`src/rtl/pscc_pkg.sv`:
```
// ----------------------------------------------------------------------------
// pscc_pkg
// Shared types and constants of the phase switch controller.
// ----------------------------------------------------------------------------
package pscc_pkg;

    localparam int CFG_W   = 16;
    localparam int CIDX_W  = 3;
    localparam int VOLT_W  = 9;
    localparam int NUM_W   = 26;   // power * 1000 fits below 2^26
    localparam int DEN_W   = 11;   // 3 * 511 fits below 2^11

    localparam logic [CFG_W-1:0] RST_ON_THR   = 16'd4200;
    localparam logic [CFG_W-1:0] RST_OFF_THR  = 16'd4100;
    localparam logic [CFG_W-1:0] RST_ON_DIR   = 16'd6000;
    localparam logic [CFG_W-1:0] RST_OFF_DIR  = 16'd2000;
    localparam logic [CFG_W-1:0] RST_ON_DLY   = 16'd30;
    localparam logic [CFG_W-1:0] RST_OFF_DLY  = 16'd30;
    localparam logic [CFG_W-1:0] RST_COOLDOWN = 16'd300;
    localparam logic [CFG_W-1:0] RST_MIN_CUR  = 16'd6000;

    localparam logic [DEN_W-1:0] VOLT_SUM_MIN = 11'd600;
    localparam logic [15:0]      AMP_MIN_MA   = 16'd1000;
    localparam logic [NUM_W-1:0] MILLI        = 26'd1000;

    typedef enum logic [CIDX_W-1:0] {
        CFG_ON_THR   = 3'd0,
        CFG_OFF_THR  = 3'd1,
        CFG_ON_DIR   = 3'd2,
        CFG_OFF_DIR  = 3'd3,
        CFG_ON_DLY   = 3'd4,
        CFG_OFF_DLY  = 3'd5,
        CFG_COOLDOWN = 3'd6,
        CFG_MIN_CUR  = 3'd7
    } t_cfg_idx;

    typedef enum logic [1:0] {
        CMD_NONE   = 2'd0,
        CMD_THREE  = 2'd1,
        CMD_SINGLE = 2'd2
    } t_switch_cmd;

    typedef enum logic [2:0] {
        S_IDLE,
        S_COOL,
        S_ON,
        S_OFF,
        S_DIV,
        S_DONE
    } t_state;

endpackage

```
`src/rtl/pscc_div.sv`:
```
// ----------------------------------------------------------------------------
// pscc_div
// Bit-serial restoring divider, one quotient bit per cycle.
// ----------------------------------------------------------------------------
module pscc_div (
    input  logic                       i_clk,
    input  logic                       i_rst_n,
    input  logic                       i_start,
    input  logic [pscc_pkg::NUM_W-1:0] i_num,
    input  logic [pscc_pkg::DEN_W-1:0] i_den,
    output logic                       o_done,
    output logic [pscc_pkg::NUM_W-1:0] o_quot
);
    import pscc_pkg::*;

    localparam int CNT_W = $clog2(NUM_W);

    logic             r_busy;
    logic             r_done;
    logic [CNT_W-1:0] r_cnt;
    logic [NUM_W-1:0] r_num;
    logic [DEN_W-1:0] r_rem;
    logic [DEN_W-1:0] r_den;

    logic [DEN_W:0]   trial_pr;
    logic             q_bit;

    // partial remainder with the next numerator bit shifted in
    assign trial_pr = {r_rem, r_num[NUM_W-1]};
    assign q_bit    = (trial_pr >= {1'b0, r_den});

    always_ff @(posedge i_clk) begin
        if (!i_rst_n) begin
            r_busy <= 1'b0;
            r_done <= 1'b0;
            r_cnt  <= '0;
        end else if (i_start) begin
            r_busy <= 1'b1;
            r_done <= 1'b0;
            r_cnt  <= CNT_W'(NUM_W - 1);
        end else if (r_busy) begin
            if (r_cnt == '0) begin
                r_busy <= 1'b0;
                r_done <= 1'b1;
            end else begin
                r_cnt <= r_cnt - 1'b1;
            end
        end
    end

    always_ff @(posedge i_clk) begin
        if (i_start) begin
            r_num <= i_num;
            r_rem <= '0;
            r_den <= i_den;
        end else if (r_busy) begin
            r_num <= {r_num[NUM_W-2:0], q_bit};
            if (q_bit) begin
                r_rem <= DEN_W'(trial_pr - {1'b0, r_den});
            end else begin
                r_rem <= trial_pr[DEN_W-1:0];
            end
        end
    end

    assign o_done = r_done;
    assign o_quot = r_num;

endmodule

```
`src/rtl/charger_phase_switch_controller.sv`:
```
// ----------------------------------------------------------------------------
// charger_phase_switch_controller
// Takes one item at a time: the input stalls until the result is loaded
// into the output register, and the 26-step serial divider sets the pace.
// The three dwell and cooldown timers share one subtractor, one per cycle.
// Reset (synchronous, active low) loads the default thresholds and clears
// all time stamps, the last phase and the last current.
// ----------------------------------------------------------------------------
module charger_phase_switch_controller #(
    parameter int TIME_WIDTH = 32
) (
    input  logic        i_clk,
    input  logic        i_rst_n,
    // configuration
    input  logic        i_cfg_we,
    input  logic [2:0]  i_cfg_idx,
    input  logic [15:0] i_cfg_data,
    // input channel
    input  logic        i_in_valid,
    output logic        o_in_stall,
    input  logic [31:0] i_now_s,
    input  logic [15:0] i_target_power_w,
    input  logic        i_charge_enable,
    input  logic        i_phase_reported,
    input  logic [8:0]  i_volt_l1,
    input  logic [8:0]  i_volt_l2,
    input  logic [8:0]  i_volt_l3,
    input  logic [15:0] i_amp_l1_ma,
    input  logic [15:0] i_amp_l2_ma,
    input  logic [15:0] i_amp_l3_ma,
    input  logic [15:0] i_hw_max_ma,
    input  logic [15:0] i_reported_user_ma,
    // output channel
    output logic        o_out_valid,
    input  logic        i_out_stall,
    output logic [1:0]  o_switch_cmd,
    output logic        o_current_valid,
    output logic [15:0] o_user_current_ma,
    output logic        o_send_current,
    output logic [15:0] o_cooldown_left_s,
    output logic [15:0] o_on_delay_left_s,
    output logic [15:0] o_off_delay_left_s
);
    import pscc_pkg::*;

    // ---- configuration registers ------------------------------------------
    logic [CFG_W-1:0] r_on_thr, r_off_thr, r_on_dir, r_off_dir;
    logic [CFG_W-1:0] r_on_dly, r_off_dly, r_cooldown, r_min_cur;

    always_ff @(posedge i_clk) begin
        if (!i_rst_n) begin
            r_on_thr   <= RST_ON_THR;
            r_off_thr  <= RST_OFF_THR;
            r_on_dir   <= RST_ON_DIR;
            r_off_dir  <= RST_OFF_DIR;
            r_on_dly   <= RST_ON_DLY;
            r_off_dly  <= RST_OFF_DLY;
            r_cooldown <= RST_COOLDOWN;
            r_min_cur  <= RST_MIN_CUR;
        end else if (i_cfg_we) begin
            unique case (t_cfg_idx'(i_cfg_idx))
                CFG_ON_THR:   r_on_thr   <= i_cfg_data;
                CFG_OFF_THR:  r_off_thr  <= i_cfg_data;
                CFG_ON_DIR:   r_on_dir   <= i_cfg_data;
                CFG_OFF_DIR:  r_off_dir  <= i_cfg_data;
                CFG_ON_DLY:   r_on_dly   <= i_cfg_data;
                CFG_OFF_DLY:  r_off_dly  <= i_cfg_data;
                CFG_COOLDOWN: r_cooldown <= i_cfg_data;
                CFG_MIN_CUR:  r_min_cur  <= i_cfg_data;
            endcase
        end
    end

    // ---- sequencer ----------------------------------------------------------
    t_state r_state, n_state;
    logic   in_take;
    logic   div_start;
    logic   out_load;
    logic   out_free;
    logic   div_done;

    // the output register frees up as soon as its transfer completes
    assign out_free = !o_out_valid || !i_out_stall;

    always_ff @(posedge i_clk) begin
        if (!i_rst_n) begin
            r_state <= S_IDLE;
        end else begin
            r_state <= n_state;
        end
    end

    always_comb begin
        n_state   = r_state;
        in_take   = 1'b0;
        div_start = 1'b0;
        out_load  = 1'b0;
        unique case (r_state)
            S_IDLE: begin
                if (i_in_valid) begin
                    in_take = 1'b1;
                    n_state = S_COOL;
                end
            end
            S_COOL: begin
                // kick off the division while the timers are evaluated
                div_start = 1'b1;
                n_state   = S_ON;
            end
            S_ON:  n_state = S_OFF;
            S_OFF: n_state = S_DIV;
            S_DIV: begin
                if (div_done) begin
                    n_state = S_DONE;
                end
            end
            S_DONE: begin
                // hold the finished result until the output register is free
                if (out_free) begin
                    out_load = 1'b1;
                    n_state  = S_IDLE;
                end
            end
            default: n_state = S_IDLE;
        endcase
    end

    assign o_in_stall = (r_state != S_IDLE);

    // ---- captured item ------------------------------------------------------
    logic [TIME_WIDTH+31:0] now_wide;
    logic [TIME_WIDTH-1:0]  r_now;
    logic [15:0]            r_power, r_hw_max, r_reported;
    logic [15:0]            r_i1, r_i2, r_i3;
    logic [VOLT_W-1:0]      r_u1, r_u2, r_u3;
    logic                   r_en, r_phase;

    // time stamps wrap at TIME_WIDTH bits
    assign now_wide = {{TIME_WIDTH{1'b0}}, i_now_s};

    always_ff @(posedge i_clk) begin
        if (in_take) begin
            r_now      <= now_wide[TIME_WIDTH-1:0];
            r_power    <= i_target_power_w;
            r_en       <= i_charge_enable;
            r_phase    <= i_phase_reported;
            r_u1       <= i_volt_l1;
            r_u2       <= i_volt_l2;
            r_u3       <= i_volt_l3;
            r_i1       <= i_amp_l1_ma;
            r_i2       <= i_amp_l2_ma;
            r_i3       <= i_amp_l3_ma;
            r_hw_max   <= i_hw_max_ma;
            r_reported <= i_reported_user_ma;
        end
    end

    // ---- controller state ---------------------------------------------------
    logic [TIME_WIDTH-1:0] r_switch_stamp, r_below_on_stamp, r_above_off_stamp;
    logic                  r_last_phase;
    logic [15:0]           r_last_current;
    logic [15:0]           r_cool_left, r_on_left, r_off_left;

    logic [TIME_WIDTH-1:0] sw_eff, on_eff, off_eff;

    // a change in the reported relay restarts the cooldown before anything else
    assign sw_eff  = (r_phase != r_last_phase) ? r_now : r_switch_stamp;
    // dwell stamps follow the clock while the condition is not met
    assign on_eff  = (!r_en || (r_power < r_on_thr))  ? r_now : r_below_on_stamp;
    assign off_eff = (!r_en || (r_power > r_off_thr)) ? r_now : r_above_off_stamp;

    // ---- shared timer unit --------------------------------------------------
    logic [TIME_WIDTH-1:0] t_stamp;
    logic [TIME_WIDTH-1:0] t_diff;
    logic [15:0]           t_base;
    logic [15:0]           t_left;
    logic                  t_over;

    always_comb begin
        unique case (r_state)
            S_COOL: begin
                t_stamp = sw_eff;
                t_base  = r_cooldown;
            end
            S_ON: begin
                t_stamp = on_eff;
                t_base  = r_on_dly;
            end
            S_OFF: begin
                t_stamp = off_eff;
                t_base  = r_off_dly;
            end
            default: begin
                t_stamp = r_now;
                t_base  = '0;
            end
        endcase
    end

    // elapsed time saturates at the base, what remains is base minus elapsed
    assign t_diff = r_now - t_stamp;
    assign t_over = ((t_diff >> 16) != '0) || (t_diff[15:0] > t_base);
    assign t_left = t_over ? 16'd0 : (t_base - t_diff[15:0]);

    // ---- divider --------------------------------------------------------------
    logic [DEN_W-1:0] volt_sum;
    logic             three_ph;
    logic [DEN_W-1:0] u1_ext;
    logic [DEN_W-1:0] div_den;
    logic [NUM_W-1:0] div_num;
    logic [NUM_W-1:0] div_quot;

    assign volt_sum = DEN_W'(r_u1) + DEN_W'(r_u2) + DEN_W'(r_u3);
    assign three_ph = r_phase && (volt_sum > VOLT_SUM_MIN) && (r_i1 > AMP_MIN_MA)
                      && (r_i2 > AMP_MIN_MA) && (r_i3 > AMP_MIN_MA);
    assign u1_ext   = DEN_W'(r_u1);
    assign div_den  = three_ph ? DEN_W'(u1_ext + {u1_ext[DEN_W-2:0], 1'b0}) : u1_ext;
    assign div_num  = NUM_W'(r_power) * MILLI;

    pscc_div u_div (
        .i_clk   (i_clk),
        .i_rst_n (i_rst_n),
        .i_start (div_start),
        .i_num   (div_num),
        .i_den   (div_den),
        .o_done  (div_done),
        .o_quot  (div_quot)
    );

    // ---- decision and clamp -------------------------------------------------
    logic        cool, go_on, go_off;
    t_switch_cmd cmd;
    logic [NUM_W-1:0] raw;
    logic [15:0] cur;
    logic        send;

    assign cool   = (r_cool_left == '0);
    assign go_on  = (r_power >= r_on_dir) || ((r_power >= r_on_thr) && (r_on_left == '0));
    assign go_off = (r_power <= r_off_dir) || ((r_power <= r_off_thr) && (r_off_left == '0));

    always_comb begin
        cmd = CMD_NONE;
        if (!r_en) begin
            // a stop while three-phase drops back to single-phase after cooldown
            if (r_phase && cool) begin
                cmd = CMD_SINGLE;
            end
        end else if (go_on) begin
            if (cool && !r_phase) begin
                cmd = CMD_THREE;
            end
        end else if (go_off) begin
            if (cool && r_phase) begin
                cmd = CMD_SINGLE;
            end
        end
    end

    // zero voltage on line one saturates to the hardware maximum; the maximum wins
    // over the minimum when they cross
    assign raw = (r_u1 == '0) ? NUM_W'(r_hw_max) : div_quot;

    always_comb begin
        priority if (raw >= NUM_W'(r_hw_max)) begin
            cur = r_hw_max;
        end else if (raw <= NUM_W'(r_min_cur)) begin
            cur = r_min_cur;
        end else begin
            cur = raw[15:0];
        end
    end

    assign send = (cur != r_last_current) || (r_reported != cur);

    // ---- state updates --------------------------------------------------------
    always_ff @(posedge i_clk) begin
        if (!i_rst_n) begin
            r_switch_stamp    <= '0;
            r_below_on_stamp  <= '0;
            r_above_off_stamp <= '0;
            r_last_phase      <= 1'b0;
            r_last_current    <= '0;
        end else begin
            if (r_state == S_COOL) begin
                r_switch_stamp <= sw_eff;
                r_last_phase   <= r_phase;
            end
            if (r_state == S_ON) begin
                r_below_on_stamp <= on_eff;
            end
            if (r_state == S_OFF) begin
                r_above_off_stamp <= off_eff;
            end
            if (out_load) begin
                if (cmd != CMD_NONE) begin
                    r_switch_stamp <= r_now;
                end
                if (r_en) begin
                    r_last_current <= cur;
                end
            end
        end
    end

    // timer results, one per step
    always_ff @(posedge i_clk) begin
        unique case (r_state)
            S_COOL:  r_cool_left <= t_left;
            S_ON:    r_on_left   <= t_left;
            S_OFF:   r_off_left  <= t_left;
            default: ;
        endcase
    end

    // ---- output register ------------------------------------------------------
    logic        r_out_valid;
    logic [1:0]  r_out_cmd;
    logic        r_out_cur_valid;
    logic [15:0] r_out_cur;
    logic        r_out_send;
    logic [15:0] r_out_cool, r_out_on, r_out_off;

    always_ff @(posedge i_clk) begin
        if (!i_rst_n) begin
            r_out_valid <= 1'b0;
        end else if (out_load) begin
            r_out_valid <= 1'b1;
        end else if (!i_out_stall) begin
            r_out_valid <= 1'b0;
        end
    end

    always_ff @(posedge i_clk) begin
        if (out_load) begin
            r_out_cmd       <= cmd;
            r_out_cur_valid <= r_en;
            r_out_cur       <= r_en ? cur : 16'd0;
            r_out_send      <= r_en && send;
            // a switch just issued restarts the full cooldown
            r_out_cool      <= (cmd != CMD_NONE) ? r_cooldown : r_cool_left;
            r_out_on        <= r_on_left;
            r_out_off       <= r_off_left;
        end
    end

    assign o_out_valid        = r_out_valid;
    assign o_switch_cmd       = r_out_cmd;
    assign o_current_valid    = r_out_cur_valid;
    assign o_user_current_ma  = r_out_cur;
    assign o_send_current     = r_out_send;
    assign o_cooldown_left_s  = r_out_cool;
    assign o_on_delay_left_s  = r_out_on;
    assign o_off_delay_left_s = r_out_off;

    // ---- assertions -------------------------------------------------------------
    a_done_needs_quot : assert property (@(posedge i_clk) disable iff (!i_rst_n)
        (r_state == S_DONE) |-> div_done)
        else $error("result stage reached before the divider finished");

    a_switch_restarts_cool : assert property (@(posedge i_clk) disable iff (!i_rst_n)
        (o_out_valid && (o_switch_cmd != CMD_NONE)) |-> (o_cooldown_left_s == r_cooldown))
        else $error("phase switch without a full cooldown");

    a_disabled_quiet : assert property (@(posedge i_clk) disable iff (!i_rst_n)
        (o_out_valid && !o_current_valid) |-> (!o_send_current && (o_user_current_ma == '0)))
        else $error("current reported while charging is disabled");

    a_result_from_done : assert property (@(posedge i_clk) disable iff (!i_rst_n)
        $rose(o_out_valid) |-> $past(r_state == S_DONE))
        else $error("result transfer raised outside the result stage");

endmodule

```
`config.mk`:
```
export PLATFORM = sky130hd
export DESIGN_NAME = charger_phase_switch_controller
export DESIGN_NICKNAME = d
export VERILOG_FILES = /design/src/rtl/pscc_pkg.sv /design/src/rtl/pscc_div.sv /design/src/rtl/charger_phase_switch_controller.sv
export SDC_FILE = /design/constraint.sdc
export NUM_CORES = 1
export LEC_CHECK = 0
export BUFFER_PORTS_ARGS = -buffer_cell sky130_fd_sc_hd__buf_2
export CAP_MARGIN = 5
export CORE_ASPECT_RATIO = 0.5
export CORE_UTILIZATION = 30
export DETAILED_ROUTE_END_ITERATION = 10
export RECOVER_POWER = 25
export SYNTH_ARGS = -nofsm -noshare
export SYNTH_HDL_FRONTEND = slang
export SYNTH_SLANG_ARGS = --single-unit
```
`constraint.sdc`:
```
create_clock -name i_clk -period 8.3 [get_ports i_clk]
set_input_delay 0.83 -clock i_clk [delete_from_list [all_inputs] [get_ports i_clk]]
set_output_delay 0.83 -clock i_clk [all_outputs]
set_load 0.1 [all_outputs]
```
==> results of run 1 <==
[layout make-up]
| type | count | area (µm²) |
|---|---|---|
| inverter | 180 | 676 |
| multi-input combinational | 2286 | 16100 |
| timing repair buffer | 296 | 1570 |
| clock buffer | 74 | 1580 |
| fill | 10600 | 68500 |
| tap | 1419 | 1780 |
| sequential | 573 | 14500 |
| antenna | 6 | 15.0 |
| clock inverter | 38 | 467 |
[worst register-to-register path, delay by kind of cell (launching register included)]
family          cells  cell delay [ns]
simple gates        6             1.89
xor+xnor            1             0.09
buf+inv             1             0.36
compound gates     16             3.44
fa+ha+maj           3             0.95
mux                 1             0.37
flops               1             0.40
[where the power goes]
part / internal (mW) / total [mW] / leakage [nW] / switching [mW]
clock: 1.63 / 2.82 / 0.988 / 1.19
combinational: 1.49 / 3.51 / 8.75 / 2.02
sequential: 3.24 / 3.40 / 5.01 / 0.159
total: 6.36 / 9.73 / 14.7 / 3.37
[layer usage]
metal	vias up	routed length [µm]	track usage
li1	11700	-	-
met1	11500	38100	0.198
met2	494	42900	0.280
met3	147	3530	0.0212
met4	10	2580	0.0555
met5	-	65	0
[cells in the final DEF (no fill, tap or decap), types with 17 or more instances in the layout]
master / count
a21boi_0: 166
a21o_1: 64
a21oi_1: 156
and3_1: 20
buf_2: 234
buf_4: 43
clkbuf_1: 30
clkbuf_16: 60
dfxtp_1: 266
edfxtp_1: 307
fa_1: 68
ha_1: 231
inv_1: 178
mux2_2: 79
mux2i_1: 93
nand2_1: 584
nand2b_1: 27
nand3_1: 48
nand4_1: 35
nor2_1: 128
nor2b_1: 24
nor3_1: 25
nor4_1: 21
o211a_1: 17
o211ai_1: 34
o21ai_0: 166
xnor2_1: 44
xor2_1: 28
[flip-flops by register name (all words and copies together) (netlist names), 26 cells and up]
signal / count
r_below_on_stamp: 32
r_now: 32
r_switch_stamp: 32
r_above_off_stamp: 32
u_div.o_quot: 26
[logic make-up after synthesis]
group	synth area share
AO/OA/AOI/OAI	0.155
XOR/XNOR	0.0200
adder cells (fa/ha/maj)	0.133
buffers and inverters	0.0410
flip-flops	0.456
multiplexers	0.0570
AND/OR/NAND/NOR	0.139
[per-stage QoR]
stage	util	std cells
6_report	0.349	4872
5_1_grt	0.349	4871
4_1_cts	0.349	4866
3_5_place_dp	0.330	4754
3_3_place_gp	0.330	4754
2_1_floorplan	-	3195
[path summary, 6_finish.rpt]
path	endpoint	slack [ns]	cells after the start
setup reg to reg	r_off_left[2]$_DFFE_PP_	0.57	28
hold / removal	r_power[14]$_DFFE_PP_	0.34	1
hold reg to reg	o_on_delay_left_s[7]$_DFFE_PP_	0.45	0
setup / recovery	r_off_left[2]$_DFFE_PP_	0.57	28
[repair_timing]
| action | in CTS | in global routing |
|---|---|---|
| hold endpoints to repair | 0 | 0 |
| endpoints found under the setup margin | 0 | 6 |
| gates resized for setup | 0 | 1 |
==> summary.txt, run 1 <==
Critical path
  • Worst Setup SP: r_power[9]$_DFFE_PP_
  • CP bufs+invs: 1
  • Worst Path Required: 8.72 ns
  • CP Data Arrival Time: 8.15 ns
  • Crit. End Element: register
  • RR Startpoint: r_power[9]$_DFFE_PP_
  • Crit Path Category: reg2reg
  • Largest delay contributor family on the critical path: compound AO/OA/AOI/OAI gates
  • Worst setup SP type: register
  • Critical Path Max Stage Delay: 0.68 ns
  • Top cell by count, worst path: a21o_1
  • Crit path max-delay cell type: o21ai_0
  • CP max FO: 17

Clock network
  • CTS clock-pin slew for the worst setup and hold paths: 0.07 ns
  • Setup Buffers After CTS: 0
  • CTS tree: built
  • Clk Latency, worst-skew pair: 0.65 ns
  • Clock buffer depth: 3
  • H-tree depth: 2
  • Num Clock Sinks: 573
  • TritonCTS Buffers: 59
  • Root buffer selected by CTS: clkbuf_16
  • Hold-fix buffers, CTS: 0

Logic synthesis
  • Register area share after synthesis: 0.456
  • Net Count, Synth: 3675
  • Syn Std Cell Area: 31900 µm²
  • Share of the synthesized area in the top cell type: 0.289
  • Synthesized flop and latch total: 573
  • Top_reg_cell synth: edfxtp_1
  • Count of cell types in the netlist: 90
  • Cell taking the most area after synthesis: edfxtp_1
  • Ys async rst share: 0
  • Post-Syn Instances: 3195
  • Area contributors post-synth: edfxtp_1, dfxtp_1, ha_1
  • Synth warnings: 0
  • Post-Syn Area per Cell: 9.99 µm²
  • Count leader, synth: nand2_1
  • Commonest cells post-synth: nand2_1, edfxtp_1, dfxtp_1
  • EDFF count, synth: 307

Final layout
  • # nets final: 3876
  • Share of layout cells above drive strength 1: 0.146
  • Design Area, Final: 36800 µm²
  • Synthesis-to-finish area growth: 15.2%

Run
  • MaxCap Viol Count: 2

Die
  • # rows: 84
  • Core outline area: 105000 µm²
  • Die area: 108000 µm²
  • Die width: 463 µm
  • Die Ht: 233 µm
  • # IOs: 251
  • Initial Util: 0.303

Timing
  • Crit share post-route: 0.932
  • Slew headroom: -1.88
  • Fin. max-slew vios: 194
  • Final Setup Violations: 0
  • Final hold vios: 0
  • Final worst setup slack: 0.566 ns
  • Max frequency: 129 MHz
  • Slew @ Worst Pin: 4.31 ns
  • WHS: 0.342 ns
  • Unrepaired setup endpoints after global routing: no
  • Sum Neg Setup Slack: 0 ns
  • Post-layout minimum cycle time: 7.73 ns
  • Clock Skew: 0.0366 ns

Global route
  • Number of global-route vias before repair: 23700
  • Total GRT Usage: 0.158
  • First-pass GRT wire length: 135000 µm
  • GRT overflow: 0
  • Initial antenna violation count: 13
  • Largest net degree at the start of global routing: 112

Run status
  • Outcome: finished with violations
  • Failing checks: max-capacitance violations, max-slew violations

Routing
  • Router iterations before antenna repair: 7
  • Routed wire length: 87200 µm
  • Starting DRT DRC Count: 1629
  • Routed len/inst: 17.9 µm
  • Post-route antenna net violation count: 0
  • Drc violations: 0
  • Vias per cell: 4.90
  • Via count: 23900

Place
  • DPL Wire Length: 63600 µm
  • Place WS: 0.500 ns
  • Port-buffer cells: 250
  • Post-DP Area: 34700 µm²
  • Routability cong.: 0.917

Hold path
  • Hold Crit Start: i_target_power_w[14]
  • Worst hold path type: in2reg

Power and ir drop
  • IR drop worst, VDD: 0.170 mV
  • Pwr/cell area: 265 nW/µm²
  • Design Power: 9.73 mW
  • Lkg Pwr: 14.7 nW
Power figures use the tool's default switching activity.
==> run 2, diff against run 1 <==
CORE_UTILIZATION = 29   (was 30)
==> run 2 against run 1 <==
  * The run still ends with max-capacitance violations, max-slew violations left
  * Routed wire length rose by 1.1%
  * Core utilization fell by 0.97 points
  * Total power fell by 0.41%
  * Highest routed layer unchanged
==> summary.txt, run 2 (synthesis results as in run 1) <==
Run status
  • Outcome: finished with violations
  • Failing checks: max-capacitance violations, max-slew violations

Critical path
  • Top cell by count, worst path: a21oi_1
  • Worst Path Required: 8.71 ns
  • Crit. End Element: register
  • CP max FO: 16
  • CP bufs+invs: 1
  • Worst setup SP type: register
  • Largest delay contributor family on the critical path: compound AO/OA/AOI/OAI gates
  • CP Data Arrival Time: 7.96 ns
  • Crit path max-delay cell type: and2_2
  • Critical Path Max Stage Delay: 0.47 ns
  • Crit Path Category: reg2reg

Routing
  • Starting DRT DRC Count: 1609
  • Drc violations: 0
  • Via count: 23900
  • Vias per cell: 4.90
  • Post-route antenna net violation count: 0
  • Router iterations before antenna repair: 5
  • Routed wire length: 88100 µm
  • Routed len/inst: 18.0 µm

Die
  • # IOs: 251
  • Core outline area: 108000 µm²
  • Die Ht: 237 µm
  • Initial Util: 0.295
  • Die width: 471 µm
  • Die area: 111000 µm²
  • # rows: 85

Global route
  • Total GRT Usage: 0.155
  • Number of global-route vias before repair: 24000
  • Initial antenna violation count: 9
  • First-pass GRT wire length: 136000 µm
  • Largest net degree at the start of global routing: 141
  • GRT overflow: 0

Timing
  • Final hold vios: 0
  • Max frequency: 132 MHz
  • Slew headroom: -1.55
  • Final Setup Violations: 0
  • Clock Skew: 0.0288 ns
  • Unrepaired setup endpoints after global routing: no
  • Post-layout minimum cycle time: 7.55 ns
  • Sum Neg Setup Slack: 0 ns
  • Fin. max-slew vios: 177
  • Slew @ Worst Pin: 3.82 ns
  • Crit share post-route: 0.910

Final layout
  • Share of layout cells above drive strength 1: 0.146
  • Final Core Density: 0.339
  • # nets final: 3877
  • Area of the multi-input gates: 16100 µm²
  • Commonest non-fill, non-tap cell in the layout: nand2_1
  • Synthesis-to-finish area growth: 15.2%
  • FILL cells: 10900
  • Register area: 14500 µm²
  • Most frequent cells in the layout: nand2_1, edfxtp_1, dfxtp_1, ha_1, buf_2

Place
  • Routability cong.: 0.886
  • Port-buffer cells: 250
  • DPL Wire Length: 63600 µm

Hold path
  • Worst hold path type: in2reg

Power and ir drop
  • IR drop worst, VDD: 0.153 mV
  • Design Power: 9.69 mW
  • Lkg Pwr: 14.7 nW
  • Pwr/cell area: 264 nW/µm²

Clock network
  • Root buffer selected by CTS: clkbuf_16
  • H-tree depth: 2
  • Clock buffer depth: 3
  • Clk Latency, worst-skew pair: 0.65 ns
  • Setup Buffers After CTS: 0
  • CTS clock-pin slew for the worst setup and hold paths: 0.06 ns
  • TritonCTS Buffers: 58
  • Num Clock Sinks: 573
  • CTS tree: built
  • Hold-fix buffers, CTS: 0

Run
  • MaxCap Viol Count: 2
run 2: cell type report:
type | instances | area share
Multi-Input combinational cell | 2286 | 0.439
Clock buffer | 79 | 0.0451
Sequential cell | 573 | 0.395
Tap cell | 1435 | 0.0488
Antenna cell | 3 | 0.000204
Inverter | 180 | 0.0184
Clock inverter | 31 | 0.0100
Timing Repair Buffer | 298 | 0.0430
run 2: power by group:
group          switching, mW  total [mW]  internal [mW]
Combinational           2.03        3.51           1.48
Clock                   1.18        2.78           1.60
Sequential             0.158        3.40           3.24
Total                   3.37        9.69           6.33
run 2: repair_timing:
item,4_1_cts,5_1_grt
hold endpoints to repair,0,0
resized for setup,0,2
setup endpoints to repair,0,34
run 2: final timing paths:
kind | start | end | slack, ns | cells past startpoint
max | r_power[14]$_DFFE_PP_ | r_on_left[2]$_DFFE_PP_ | 0.75 | 31
min | i_reported_user_ma[12] | r_reported[12]$_DFFE_PP_ | 0.35 | 1
max reg2reg | r_power[14]$_DFFE_PP_ | r_on_left[2]$_DFFE_PP_ | 0.75 | 31
min reg2reg | r_on_left[8]$_DFFE_PP_ | o_on_delay_left_s[8]$_DFFE_PP_ | 0.45 | 0
run 2: per-layer routing:
| metal | share of wire | track usage |
|---|---|---|
| met5 | 0.00075 | 0 |
| met2 | 0.50 | 0.280 |
| met4 | 0.029 | 0.0501 |
| met1 | 0.43 | 0.187 |
| met3 | 0.045 | 0.0245 |
run 2: metrics by stage:
| stage | hold slack, ns | cells | instance area (µm²) | worst slack, ns |
|---|---|---|---|---|
| floorplan | 0.424 | 3195 | 31900 | 1.69 |
| global placement | 0.438 | 4772 | 34800 | 0.785 |
| detailed placement | 0.435 | 4772 | 34800 | 0.444 |
| CTS | 0.305 | 4882 | 36800 | 0.394 |
| global route | 0.318 | 4885 | 36800 | 0.0798 |
| finish | 0.355 | 4885 | 36800 | 0.751 |
